==> config.mk <==
export PLATFORM = sky130hd
export DESIGN_NAME = json_string_unescape_utf8_core
export DESIGN_NICKNAME = d
export VERILOG_FILES = /design/src/sv/jsu_pkg.sv /design/src/sv/json_string_unescape_utf8_core.sv /design/src/sv/jsu_front.sv /design/src/sv/jsu_queue.sv /design/src/sv/jsu_back.sv
export VERILOG_INCLUDE_DIRS = /design/src /design/src/sv
export SDC_FILE = /design/constraint.sdc
export NUM_CORES = 1
export LEC_CHECK = 0
export BUFFER_PORTS_ARGS = -buffer_cell sky130_fd_sc_hd__buf_2
export CORE_MARGIN = 8
export CORE_UTILIZATION = 36
export DETAILED_ROUTE_END_ITERATION = 8
export HOLD_SLACK_MARGIN = 0.15
export SLEW_MARGIN = 20
export SYNTH_ARGS = -nofsm -noshare
export SYNTH_HDL_FRONTEND = slang
export SYNTH_HIERARCHICAL = 1
export SYNTH_SLANG_ARGS = --single-unit
==> constraint.sdc <==
create_clock -name clk -period 4.6 [get_ports clk]
set_input_delay 0.46 -clock clk [delete_from_list [all_inputs] [get_ports clk]]
set_output_delay 0.46 -clock clk [all_outputs]
set_load 0.1 [all_outputs]
==> src/sv/json_string_unescape_utf8_core_defines.svh <==
// ---------------------------------------------------------------------------
// JSON string unescape core - assertion macros
// Assertion helpers clocked on clk, disabled while rst_n is low.
// ---------------------------------------------------------------------------
`ifndef JSON_STRING_UNESCAPE_UTF8_CORE_DEFINES_SVH
`define JSON_STRING_UNESCAPE_UTF8_CORE_DEFINES_SVH

`ifndef SYNTHESIS
`define JSU_ASSERT_IMP(lbl, ante, cons, msg) \
    lbl: assert property (@(posedge clk) disable iff (!rst_n) (ante) |-> (cons)) \
        else $error(msg);
`define JSU_ASSERT_NXT(lbl, ante, cons, msg) \
    lbl: assert property (@(posedge clk) disable iff (!rst_n) (ante) |=> (cons)) \
        else $error(msg);
`else
`define JSU_ASSERT_IMP(lbl, ante, cons, msg)
`define JSU_ASSERT_NXT(lbl, ante, cons, msg)
`endif

`endif

==> src/sv/jsu_pkg.sv <==
// ---------------------------------------------------------------------------
// jsu_pkg
// Shared types and codes of the JSON string unescape core.
// ---------------------------------------------------------------------------
`timescale 1ns / 1ps

package jsu_pkg;

    localparam int QDEPTH = 4;
    localparam int QPTR_W = $clog2(QDEPTH);
    localparam int QCNT_W = $clog2(QDEPTH + 1);

    localparam logic KIND_DATA   = 1'b0;
    localparam logic KIND_STATUS = 1'b1;

    localparam logic [2:0] ST_OK      = 3'd0;
    localparam logic [2:0] ST_ESCEND  = 3'd1;
    localparam logic [2:0] ST_BADHEX  = 3'd2;
    localparam logic [2:0] ST_BADSUR  = 3'd3;
    localparam logic [2:0] ST_BADESC  = 3'd4;
    localparam logic [2:0] ST_CTRL    = 3'd5;
    localparam logic [2:0] ST_NOQUOTE = 3'd6;

    // One decoded input item: a status, or one to four data bytes
    typedef struct packed {
        logic            is_status;
        logic [2:0]      status;
        logic [1:0]      last_idx;
        logic [3:0][7:0] bytes;
    } job_t;

endpackage

==> src/sv/json_string_unescape_utf8_core.sv <==
// ---------------------------------------------------------------------------
// json_string_unescape_utf8_core
// Decodes JSON string bodies byte by byte into UTF-8 bytes and a status item.
// ---------------------------------------------------------------------------
// Takes one body byte per cycle while the job queue is not full. Each input
// item is decoded in the front state machine in the cycle it is accepted
// and becomes at most one job of one to four result items; jobs wait in a
// four-entry queue and the serializer hands out one result item per cycle
// while m_tready is high. Plain bytes and simple escapes yield one item; a
// completed \u escape yields one to four, and s_tready drops only while the
// job queue is full. Raise s_tuser with the first byte of each new string.
`timescale 1ns / 1ps

module json_string_unescape_utf8_core
(
    input  logic         clk,
    input  logic         rst_n,
    input  logic         s_tvalid,
    output logic         s_tready,
    input  logic [7:0]   s_tdata,   // [7:0] in_byte
    input  logic [0:0]   s_tuser,   // [0] restart
    output logic         m_tvalid,
    input  logic         m_tready,
    output logic [15:0]  m_tdata,   // [7:0] out_byte, [10:8] status, [15:11] zero
    output logic [0:0]   m_tuser,   // [0] kind
    output logic         m_tlast
);

    jsu_pkg::job_t push_job;
    jsu_pkg::job_t head;
    logic          push;
    logic          full;
    logic          pop;
    logic          empty;
    logic          accept;

    assign s_tready = !full;
    assign accept   = s_tvalid && s_tready;

    jsu_front u_front
    (
        .clk     (clk),
        .rst_n   (rst_n),
        .accept  (accept),
        .in_byte (s_tdata),
        .restart (s_tuser[0]),
        .push    (push),
        .job     (push_job)
    );

    jsu_queue u_queue
    (
        .clk      (clk),
        .rst_n    (rst_n),
        .push     (push),
        .push_job (push_job),
        .full     (full),
        .pop      (pop),
        .head     (head),
        .empty    (empty)
    );

    jsu_back u_back
    (
        .clk      (clk),
        .rst_n    (rst_n),
        .head     (head),
        .empty    (empty),
        .pop      (pop),
        .m_tvalid (m_tvalid),
        .m_tready (m_tready),
        .m_tdata  (m_tdata),
        .m_tuser  (m_tuser),
        .m_tlast  (m_tlast)
    );

endmodule

==> src/sv/jsu_front.sv <==
// ---------------------------------------------------------------------------
// jsu_front
// Decoder state machine: one body byte per cycle on accept, at most one job each.
// ---------------------------------------------------------------------------
`timescale 1ns / 1ps

module jsu_front
(
    input  logic             clk,
    input  logic             rst_n,
    input  logic             accept,
    input  logic [7:0]       in_byte,
    input  logic             restart,
    output logic             push,
    output jsu_pkg::job_t    job
);

    typedef enum logic [2:0] {M_NORMAL, M_ESC, M_HEX1, M_BS, M_U, M_HEX2} mode_t;

    mode_t       mode_reg,  mode_next;
    logic [1:0]  hcnt_reg,  hcnt_next;
    logic [15:0] acc_reg,   acc_next;
    logic [9:0]  high_reg,  high_next;
    logic        fin_reg,   fin_next;

    mode_t       eff_mode;
    logic [1:0]  eff_cnt;
    logic [15:0] eff_acc;
    logic [9:0]  eff_high;
    logic        eff_fin;
    logic        hex_ok;
    logic [3:0]  hex_val;
    logic [15:0] acc_shift;
    logic [20:0] pair_cp;

    function automatic jsu_pkg::job_t mk_data(input logic [7:0] b);
        jsu_pkg::job_t j;
        j          = '0;
        j.bytes[0] = b;
        return j;
    endfunction

    function automatic jsu_pkg::job_t mk_status(input logic [2:0] s);
        jsu_pkg::job_t j;
        j           = '0;
        j.is_status = jsu_pkg::KIND_STATUS;
        j.status    = s;
        return j;
    endfunction

    function automatic jsu_pkg::job_t utf8(input logic [20:0] cp);
        jsu_pkg::job_t j;
        j = '0;
        if (cp <= 21'h7F)
        begin
            j.bytes[0] = cp[7:0];
        end
        else if (cp <= 21'h7FF)
        begin
            j.last_idx = 2'd1;
            j.bytes[0] = {3'b110, cp[10:6]};
            j.bytes[1] = {2'b10, cp[5:0]};
        end
        else if (cp <= 21'hFFFF)
        begin
            j.last_idx = 2'd2;
            j.bytes[0] = {4'b1110, cp[15:12]};
            j.bytes[1] = {2'b10, cp[11:6]};
            j.bytes[2] = {2'b10, cp[5:0]};
        end
        else
        begin
            j.last_idx = 2'd3;
            j.bytes[0] = {5'b11110, cp[20:18]};
            j.bytes[1] = {2'b10, cp[17:12]};
            j.bytes[2] = {2'b10, cp[11:6]};
            j.bytes[3] = {2'b10, cp[5:0]};
        end
        return j;
    endfunction

    // Restart clears the state before the byte is taken
    always_comb
    begin
        eff_mode = restart ? M_NORMAL : mode_reg;
        eff_cnt  = restart ? 2'd0     : hcnt_reg;
        eff_acc  = restart ? 16'd0    : acc_reg;
        eff_high = restart ? 10'd0    : high_reg;
        eff_fin  = restart ? 1'b0     : fin_reg;
    end

    always_comb
    begin
        hex_ok  = 1'b1;
        hex_val = 4'd0;
        if (in_byte inside {[8'h30:8'h39]})
            hex_val = in_byte[3:0];
        else if (in_byte inside {[8'h41:8'h46], [8'h61:8'h66]})
            hex_val = in_byte[3:0] + 4'd9;
        else
            hex_ok = 1'b0;
    end

    assign acc_shift = {eff_acc[11:0], hex_val};
    assign pair_cp   = 21'h10000 + {1'b0, eff_high, acc_shift[9:0]};

    always_comb
    begin
        mode_next = eff_mode;
        hcnt_next = eff_cnt;
        acc_next  = eff_acc;
        high_next = eff_high;
        fin_next  = eff_fin;
        push      = 1'b0;
        job       = '0;
        if (!eff_fin)
        begin
            case (eff_mode)
                M_ESC:
                begin
                    mode_next = M_NORMAL;
                    push      = 1'b1;
                    case (in_byte)
                        8'h00: begin job = mk_status(jsu_pkg::ST_ESCEND); fin_next = 1'b1; end
                        "n":   job = mk_data(8'h0A);
                        "b":   job = mk_data(8'h08);
                        "f":   job = mk_data(8'h0C);
                        "r":   job = mk_data(8'h0D);
                        "t":   job = mk_data(8'h09);
                        "/":   job = mk_data(8'h2F);
                        "\"":  job = mk_data(8'h22);
                        "\\":  job = mk_data(8'h5C);
                        "u":
                        begin
                            push      = 1'b0;
                            mode_next = M_HEX1;
                            hcnt_next = 2'd0;
                            acc_next  = 16'd0;
                        end
                        default: begin job = mk_status(jsu_pkg::ST_BADESC); fin_next = 1'b1; end
                    endcase
                end
                M_HEX1, M_HEX2:
                begin
                    if (!hex_ok)
                    begin
                        push      = 1'b1;
                        job       = mk_status(jsu_pkg::ST_BADHEX);
                        fin_next  = 1'b1;
                        mode_next = M_NORMAL;
                    end
                    else
                    begin
                        acc_next = acc_shift;
                        if (eff_cnt != 2'd3)
                        begin
                            hcnt_next = eff_cnt + 2'd1;
                        end
                        else
                        begin
                            hcnt_next = 2'd0;
                            push      = 1'b1;
                            mode_next = M_NORMAL;
                            if (eff_mode == M_HEX1)
                            begin
                                if (acc_shift inside {[16'hD800:16'hDBFF]})
                                begin
                                    push      = 1'b0;
                                    high_next = acc_shift[9:0];
                                    mode_next = M_BS;
                                end
                                else
                                begin
                                    job = utf8({5'd0, acc_shift});
                                end
                            end
                            else if (acc_shift inside {[16'hDC00:16'hDFFF]})
                            begin
                                job = utf8(pair_cp);
                            end
                            else
                            begin
                                job      = mk_status(jsu_pkg::ST_BADSUR);
                                fin_next = 1'b1;
                            end
                        end
                    end
                end
                M_BS:
                begin
                    if (in_byte == "\\")
                    begin
                        mode_next = M_U;
                    end
                    else
                    begin
                        push      = 1'b1;
                        job       = mk_status(jsu_pkg::ST_BADSUR);
                        fin_next  = 1'b1;
                        mode_next = M_NORMAL;
                    end
                end
                M_U:
                begin
                    if (in_byte == "u")
                    begin
                        mode_next = M_HEX2;
                        hcnt_next = 2'd0;
                        acc_next  = 16'd0;
                    end
                    else
                    begin
                        push      = 1'b1;
                        job       = mk_status(jsu_pkg::ST_BADSUR);
                        fin_next  = 1'b1;
                        mode_next = M_NORMAL;
                    end
                end
                default:
                begin
                    mode_next = M_NORMAL;
                    push      = 1'b1;
                    if (in_byte == 8'h00)
                    begin
                        job      = mk_status(jsu_pkg::ST_NOQUOTE);
                        fin_next = 1'b1;
                    end
                    else if (in_byte == "\"")
                    begin
                        job      = mk_status(jsu_pkg::ST_OK);
                        fin_next = 1'b1;
                    end
                    else if (in_byte == "\\")
                    begin
                        push      = 1'b0;
                        mode_next = M_ESC;
                    end
                    else if (in_byte < 8'h20)
                    begin
                        job      = mk_status(jsu_pkg::ST_CTRL);
                        fin_next = 1'b1;
                    end
                    else
                    begin
                        job = mk_data(in_byte);
                    end
                end
            endcase
        end
        if (!accept)
            push = 1'b0;
    end

    always_ff @(posedge clk or negedge rst_n)
    begin
        if (!rst_n)
        begin
            mode_reg <= M_NORMAL;
            hcnt_reg <= 2'd0;
            acc_reg  <= 16'd0;
            high_reg <= 10'd0;
            fin_reg  <= 1'b0;
        end
        else if (accept)
        begin
            mode_reg <= mode_next;
            hcnt_reg <= hcnt_next;
            acc_reg  <= acc_next;
            high_reg <= high_next;
            fin_reg  <= fin_next;
        end
    end

endmodule

==> src/sv/jsu_queue.sv <==
// ---------------------------------------------------------------------------
// jsu_queue
// Short job queue between the decoder and the byte serializer.
// ---------------------------------------------------------------------------
`timescale 1ns / 1ps
`include "json_string_unescape_utf8_core_defines.svh"

module jsu_queue
(
    input  logic             clk,
    input  logic             rst_n,
    input  logic             push,
    input  jsu_pkg::job_t    push_job,
    output logic             full,
    input  logic             pop,
    output jsu_pkg::job_t    head,
    output logic             empty
);

    jsu_pkg::job_t                    mem_reg [jsu_pkg::QDEPTH];
    logic [jsu_pkg::QPTR_W-1:0]       wptr_reg, wptr_next;
    logic [jsu_pkg::QPTR_W-1:0]       rptr_reg, rptr_next;
    logic [jsu_pkg::QCNT_W-1:0]       cnt_reg,  cnt_next;

    assign full  = (cnt_reg == jsu_pkg::QCNT_W'(jsu_pkg::QDEPTH));
    assign empty = (cnt_reg == '0);
    assign head  = mem_reg[rptr_reg];

    always_comb
    begin
        wptr_next = push ? wptr_reg + jsu_pkg::QPTR_W'(1) : wptr_reg;
        rptr_next = pop  ? rptr_reg + jsu_pkg::QPTR_W'(1) : rptr_reg;
        cnt_next  = cnt_reg;
        if (push && !pop)
            cnt_next = cnt_reg + jsu_pkg::QCNT_W'(1);
        else if (pop && !push)
            cnt_next = cnt_reg - jsu_pkg::QCNT_W'(1);
    end

    always_ff @(posedge clk)
    begin
        if (push)
            mem_reg[wptr_reg] <= push_job;
    end

    always_ff @(posedge clk or negedge rst_n)
    begin
        if (!rst_n)
        begin
            wptr_reg <= '0;
            rptr_reg <= '0;
            cnt_reg  <= '0;
        end
        else
        begin
            wptr_reg <= wptr_next;
            rptr_reg <= rptr_next;
            cnt_reg  <= cnt_next;
        end
    end

    `JSU_ASSERT_IMP(a_no_push_full, push, !full, "job pushed into full queue")
    `JSU_ASSERT_IMP(a_no_pop_empty, pop, !empty, "job popped from empty queue")
    `JSU_ASSERT_IMP(a_cnt_range, 1'b1, cnt_reg <= jsu_pkg::QCNT_W'(jsu_pkg::QDEPTH),
                    "queue count beyond depth")

endmodule

==> src/sv/jsu_back.sv <==
// ---------------------------------------------------------------------------
// jsu_back
// Serializer: walks the head job one byte per cycle, unless stalled, into the output register.
// ---------------------------------------------------------------------------
`timescale 1ns / 1ps
`include "json_string_unescape_utf8_core_defines.svh"

module jsu_back
(
    input  logic             clk,
    input  logic             rst_n,
    input  jsu_pkg::job_t    head,
    input  logic             empty,
    output logic             pop,
    output logic             m_tvalid,
    input  logic             m_tready,
    output logic [15:0]      m_tdata,
    output logic [0:0]       m_tuser,
    output logic             m_tlast
);

    logic [1:0] idx_reg,   idx_next;
    logic       ovld_reg,  ovld_next;
    logic       kind_reg,  kind_next;
    logic [7:0] byte_reg,  byte_next;
    logic [2:0] stat_reg,  stat_next;
    logic       last_reg,  last_next;
    logic       load;
    logic       at_end;

    assign load   = !empty && (!ovld_reg || m_tready);
    assign at_end = (idx_reg == head.last_idx);
    assign pop    = load && at_end;

    always_comb
    begin
        idx_next  = idx_reg;
        ovld_next = ovld_reg && !m_tready;
        kind_next = kind_reg;
        byte_next = byte_reg;
        stat_next = stat_reg;
        last_next = last_reg;
        if (load)
        begin
            ovld_next = 1'b1;
            kind_next = head.is_status;
            byte_next = head.is_status ? 8'd0 : head.bytes[idx_reg];
            stat_next = head.status;
            last_next = at_end;
            idx_next  = at_end ? 2'd0 : idx_reg + 2'd1;
        end
    end

    always_ff @(posedge clk or negedge rst_n)
    begin
        if (!rst_n)
        begin
            idx_reg  <= 2'd0;
            ovld_reg <= 1'b0;
        end
        else
        begin
            idx_reg  <= idx_next;
            ovld_reg <= ovld_next;
        end
    end

    always_ff @(posedge clk)
    begin
        kind_reg <= kind_next;
        byte_reg <= byte_next;
        stat_reg <= stat_next;
        last_reg <= last_next;
    end

    assign m_tvalid   = ovld_reg;
    assign m_tdata    = {5'd0, stat_reg, byte_reg};
    assign m_tuser[0] = kind_reg;
    assign m_tlast    = last_reg;

    `JSU_ASSERT_NXT(a_pop_shows_last, pop, ovld_reg && last_reg,
                    "job retired without its final item in the output register")

endmodule

# --- Word level (Yosys, flattened, before mapping) ---
# Memories as Yosys holds them, arrays and structs flattened.
# Cells that the tools add are included.
# W data, S select, Z words.
totals:
  out_inout_bits: 20
  word_cells: 175
  ff_bits: 55
  memories: 1
  ramBits: 152
  inputBits: 13
mem_list:
  columns: ["name", "depth", "word_bits", "rd", "rd_ports_with_merged_regs", "wr", "line", "text"]
  rows:
  - ["u_queue.mem_reg", 4, 38, 1, 0, 1, "jsu_queue.sv:20", "jsu_pkg::job_t mem_reg [jsu_pkg::QDEPTH];"]
op_classes:
  eq_ne: 17
  n_lt_le_gt_ge: 17
  reduce_logical: 25
  addsub: 8
  n_mux: 93
ops:
  columns: ["cell", "count"]
  rows:
  - ["$mux W38", 11]
  - ["$pmux W38 S10", 1]
  - ["$pmux W38 S4", 1]
  - ["$mux W16", 6]
  - ["$mux W10", 7]
  - ["$eq A8 B7 Y1 const B", 7]
  - ["$mux W26", 2]
  - ["$mux W8", 5]
  - ["$mux W34", 1]
  - ["$mux W3", 11]
  - ["$ge A16 B16 Y1 const B", 2]
  - ["$le A16 B16 Y1 const B", 2]
  - ["$pmux W16 S2", 1]
  - ["$mux W1", 28]
  - ["$mux W22", 1]
  - ["$add A17 B20 Y21 const A", 1]
  - ["$le A21 B11 Y1 const B", 1]
  - ["$le A21 B16 Y1 const B", 1]
  - ["$le A21 B7 Y1 const B", 1]
  - ["$mux W2", 10]
  - ["$bmux W8 S2", 1]
  - ["$eq A8 B6 Y1 const B", 2]
  - ["$ge A8 B7 Y1 const B", 2]
  - ["$le A16 B11 Y1 const B", 1]
  - ["other kinds (29)", 54]

# --- Logic depth before layout (Yosys ltp) ---
depth:
  word_depth: 18
  depth_mapped: 16
  mapped_depth_nobuf: 14

# --- Modules after synthesis ---
# The synthesis kept the hierarchy.
modules_own_cells:
  columns: ["module", "seq_area_each_um2", "instances", "cells_per_inst", "area_each_um2"]
  rows:
  - ["jsu_queue", 4739.5, 1, 233, 5924.4]
  - ["jsu_front", 700.7, 1, 511, 3618.5]
  - ["jsu_back", 465.4, 1, 57, 857.1]
  - ["json_string_unescape_utf8_core", 0.0, 1, 2, 10.0]

# --- Least setup slack after synthesis ---
# No wires, ideal clock.
synth_timing:
  path_type: "in2reg"
  from: "in s_tuser"
  to: "mem u_queue/mem_reg[0][0] (netlist bit), enable pin"
  cell_stages: 11
  required_time_ns: 4.201
  arrival_ns: 3.464
  setup_time_ns: 0.399
  n_path_buf: 5
  path_slack_ns: 0.737
  cell_sequence: "buf_6 -> clkbuf_1 -> clkbuf_1 -> clkbuf_1 -> nor2b_1 -> ha_1 -> clkbuf_1 -> a32o_1 -> a21oi_1 -> a211oi_1 -> and2_1"
synth_between:
  elab_chain_cells: 12
  word_cells_on_any_way: 24
  classes_between: "order compare: 2; eq/ne: 6; mux: 13; reduce/logical: 3"
synth_lines:
  columns: ["element", "line", "text"]
  rows:
  - ["start: declaration", "json_string_unescape_utf8_core.sv:21", "input logic [0:0] s_tuser,"]
  - ["$mux W16", "jsu_front.sv:87", "eff_acc = restart ? 16'd0 : acc_reg;"]
  - ["$ge A16 B16 Y1 / $le A16 B16 Y1 (equally long branches)", "jsu_front.sv:166", "if (acc_shift inside {[16'hD800:16'hDBFF]})"]
  - ["$logic_and A1 B1 Y1", "jsu_front.sv:166", null]
  - ["$mux W1", "jsu_front.sv:166", null]
  - ["$mux W1", "jsu_front.sv:164", "if (eff_mode == M_HEX1)"]
  - ["$mux W1", "jsu_front.sv:155", "if (eff_cnt != 2'd3)"]
  - ["$mux W1", "jsu_front.sv:145", "if (!hex_ok)"]
  - ["$pmux W1 S3", "jsu_front.sv:118", "case (eff_mode)"]
  - ["$mux W1 (*)", "jsu_front.sv:116", "if (!eff_fin)"]
  - ["$mux W1 (*)", "jsu_front.sv:250", "if (!accept)"]
  - ["named net push", "json_string_unescape_utf8_core.sv:31", "logic push;"]
  - ["$mux W1 (*)", "jsu_queue.sv:42", "if (push)"]
  - ["$mux W1 (not written as such) (*)", "jsu_queue.sv:43", "mem_reg[wptr_reg] <= push_job;"]
  - ["end: declaration", "jsu_queue.sv:20", null]
# Mark *: on every way through the listed nets, which the timed path passes. The rest lies on a longest branch.

==> metrics list <==
- For met3 alone, demand over resource in global routing was between 2 and 2.5%.
* Clk_lat worst skew: ~0.52 ns
- Clock-pin slew was measured on the worst setup and hold paths at approximately 0.060 ns.
* Simple-gate area share of the yosys netlist: approximately 14%
* Post-synthesis average cell area: 13.0 um^2
- The tool flagged a number of max-cap violations equal to 0.
- The first global-routing pass estimated 40700 um of wire.
- Class of the tightest hold or removal check: in2reg
- #FFs+latches synth: 203
- Measured along the x axis, the die boundary spans between 150 and 200 um.
* Logic gate share of total power: between 30% and 40%
* Final standard cell area without fillers: 11600 um^2
- Number of distinct library cells after synthesis: 85
- The tree is rooted in a sky130_fd_sc_hd__clkbuf_16.
- Counting flops with an async set or reset pin after synthesis yields a share of a little under a fifth.
- CTS saw ~200 sinks.
- In the final design database the tool counted between 800 and 900 nets.
- Count of input and output buffers: 27
- The final layout contains routed wiring with a total length of roughly 26000 um.
- Unrepaired setup endpoints after global routing: no
* Worst Clk Skew: 0.00932 ns
- In this run, synthesis inferred roughly 170 flip-flops with an integrated enable.
- GR met1 Demand/Resource: between 20% and 30%
- Post-detail-place hpwl: roughly 18000 um
- Sw Pwr: 2.33 mW
- The initial antenna violation count came to 0.
- Final antenna-violating net count: 0
- Arrival time reported for the critical path endpoint: about 3.9 ns
- Met2 GRT Util: 25.0%
* Remaining max-slew budget at the tightest pin: 41.3%
- Fin crit period: about 3.7 ns
* Flop pwr share: between 40% and 50%
- Before antenna repair, the detailed router went through 6 iterations.
* Gr usage total: between 15 and 20%
* Pin count of the biggest net entering global routing: 39
* Post-CTS sizing: 0
- The number of clock buffers added by TritonCTS is 23.
* Number of buffers on the longest clock path: 3
* Worst vdd ir: approximately 0.25 mV
- Vias in the first global route: between 6000 and 7000
- Relative to the synthesized area, the layout overhead comes to 11.5%.
- In this run, the number of DRC markers left after iteration 0 of detailed routing was roughly 670.
- Part of the power in the clock network: roughly 26%
- Pre-CTS worst setup slack: 0.698 ns
* Slew Viols, Final: 0
- The register with the most flip-flops in the layout has approximately 150 of them.
* Maximum net fanout on the critical path: 12
- In the routed design, unresolved DRC markers number 0.
* Proportion of synthesized chip area in sequential cells: 56.7%
- In this run the static leakage power is approximately 4 nW.
* Initial Utilization: a little over a third
- In the final routed layout, each cell accounts on average for ~22 um.
- Final setup violation count: 0
- Among all flip-flop cells after synthesis, the most frequent one is sky130_fd_sc_hd__edfxtp_1.
- FP Rows: 62
- The final route contains 6921 vias.
- For the worst setup path, the data required time is between 4 and 5 ns.
* Number of hold violations in the final report: 0
- In this run the number of H-tree levels came out at 1.
- Number of buffers inserted to repair setup after CTS: 0
* Switching part of the total power: 35.5%
- The worst setup path is launched from a flip-flop.
- Final core utilization: 40.5%
- After global routing, the most crowded layer is met2.
- Compound-cell area share of the yosys netlist: a little under an eighth
- Dominant combinational cell family by area after synthesis: simple AND/OR/NAND/NOR gates
- The worst path meets setup with between 0.9 and 1 ns of slack.
- Final global-route overflow total: 0
* Post-Synthesis Cell Area: around 10000 um^2
- Using the TritonRoute via totals, the vias-per-cell ratio works out to about 5.6.
- Share of synthesized area spent on multiplexers: a little under an eighth
- Worst-margin pin slew: between 0.8 and 0.9 ns
* Pint: ~4.2 mW
* Last weighted congestion value of the routability-driven placer: 0.989
- In this run the cell area measured after placement is about 11000 um^2.
* Number of cells produced by synthesis: roughly 800
- After floorplanning, the core was sized to cover 28600 um^2.
- TritonCTS clock tree: yes
* Critical Path Sink Type: flip-flop
- Die Footprint: 34600 um^2
- For this design the top-level I/O count stands at 33.
- Adding up every negative setup slack in the final design gives 0 ns.
- Status: finished, final reports clean
- Post-synthesis share of cell area spent on full adders, half adders and majority gates: approximately 1.6%
* Highest attainable clock frequency: about 0.27 GHz
- Xor and xnor fraction of the mapped netlist area: less than 1%
* Die height: between 150 and 200 um
- Count of yosys warnings during synthesis: 6
- Antenna diode count: 0
* Type of the worst setup path: reg2reg
* Power density over the cells: roughly 570 nW/um^2
- Part of the cycle the worst path needs: between 70 and 80%
- Proportion of layout cells with a drive suffix above 1: between 15 and 20%
-- power groups by stage --
stage | Sequential (mW) | Combinational (mW) | Clock, mW
3_3_place_gp | 2.67 | 2.26 | 0
2_1_floorplan | 3.01 | 1.47 | 0
4_1_cts | 2.65 | 2.27 | 1.72
6_report | 2.64 | 2.24 | 1.68
3_5_place_dp | 2.69 | 2.26 | 0
5_1_grt | 2.69 | 2.40 | 1.79
-- cells in the mapped netlist (all sizes together) (12+ instances only) --
library cell / instances / area [um^2]
a21oi: 40 / 226
edfxtp: 165 / 4950
clkbuf: 26 / 97.6
nand3: 15 / 75.1
nor2b: 26 / 163
mux4: 46 / 1040
o21ai: 40 / 200
inv: 23 / 86.3
ha: 12 / 150
nor2: 53 / 209
a22oi: 13 / 97.6
dfrtp: 38 / 951
nor3: 19 / 100
nand2: 70 / 263
buf: 29 / 263
-- repair_timing --
item	in CTS	in global routing
endpoints found under the setup margin	0	0
endpoints found under the hold margin	38	0
hold buffers	1	0
-- through the flow --
step / instances / hold WS (ns) / power (mW)
6_report: 1228 / 0.273 / 6.56
4_1_cts: 1228 / 0.250 / 6.65
3_3_place_gp: 1187 / 0.478 / 4.93
5_1_grt: 1228 / 0.284 / 6.88
3_5_place_dp: 1187 / 0.482 / 4.95
2_1_floorplan: 809 / 0.164 / 4.48
-- critical path, stage by stage (launching register included) --
cell and delay (ns):
sky130_fd_sc_hd__dfrtp_1 0.46, sky130_fd_sc_hd__nand2b_1 0.17, sky130_fd_sc_hd__inv_1 0.08, sky130_fd_sc_hd__ha_1 0.24
sky130_fd_sc_hd__and3b_1 0.23, sky130_fd_sc_hd__a32oi_1 0.33, sky130_fd_sc_hd__or3_1 0.24, sky130_fd_sc_hd__or4_4 0.16
sky130_fd_sc_hd__a21oi_4 0.11, sky130_fd_sc_hd__nor2_2 0.38, sky130_fd_sc_hd__nand4_2 0.38, sky130_fd_sc_hd__nor3b_1 0.58
-- worst paths after layout --
| kind | startpoint | cells after the start | end | slack, ns |
|---|---|---|---|---|
| worst min register to register | u_queue/cnt_reg[2]$_DFFE_PN0P_ | 1 | u_queue/cnt_reg[2]$_DFFE_PN0P_ | 0.49 |
| min in group asynchronous | rst_n | 2 | u_front/hcnt_reg[1]$_DFFE_PN0P_ | 0.59 |
| max in group asynchronous | rst_n | 2 | u_queue/rptr_reg[0]$_DFFE_PN0P_ | 3.39 |
| worst min-delay path | m_tready | 3 | u_back/m_tvalid$_DFF_PN0_ | 0.27 |
| worst max-delay path | u_front/high_reg[6]$_DFFE_PN0P_ | 11 | u_queue/mem_reg[1][29]$_DFFE_PP_ | 0.94 |
| worst max register to register | u_front/high_reg[6]$_DFFE_PN0P_ | 11 | u_queue/mem_reg[1][29]$_DFFE_PP_ | 0.94 |
-- per-layer routing --
| metal | up-vias | wire length (um) |
|---|---|---|
| li1 | 3147 | - |
| met1 | 3443 | 11600 |
| met2 | 270 | 12500 |
| met3 | 61 | 1490 |
| met4 | 0 | 872 |
| met5 | - | 0 |
-- cell families after synthesis --
kind of cell / after synthesis
adders and majority gates: 13
muxes: 59
DFF: 203
xor gates and xnor gates: 10
other: 2
and+or+nand+nor: 265
AOI/OAI and AO/OA: 173
buffers and inverters: 78
-- placed cells by master, fill, tap and decap left out, drive strengths merged, types with 7 or more instances in the layout --
cell type  count
edfxtp       165
nand2         70
nor2          53
buf           49
mux4          46
a21oi         40
o21ai         40
dfrtp         38
clkbuf        28
nor2b         26
inv           25
nor3          19
nand3         15
a22oi         13
ha            12
nor4          11
o22ai         11
mux2i         11
and2          11
nor3b         10
nand2b         9
and3           9
nand4          9
clkinv         9
a31oi          8
conb           8
a32oi          7
-- final cells by class --
cell class / instances / area [um^2]
repair buffers: 50 / 348
clock buffers: 28 / 594
well taps: 384 / 480
flip-flops and latches: 203 / 5910
clock inverters: 12 / 96.3
fillers: 2690 / 17000
inverters: 23 / 86.3
multi-input cells: 528 / 4090
(Power assumes the default switching activity.)
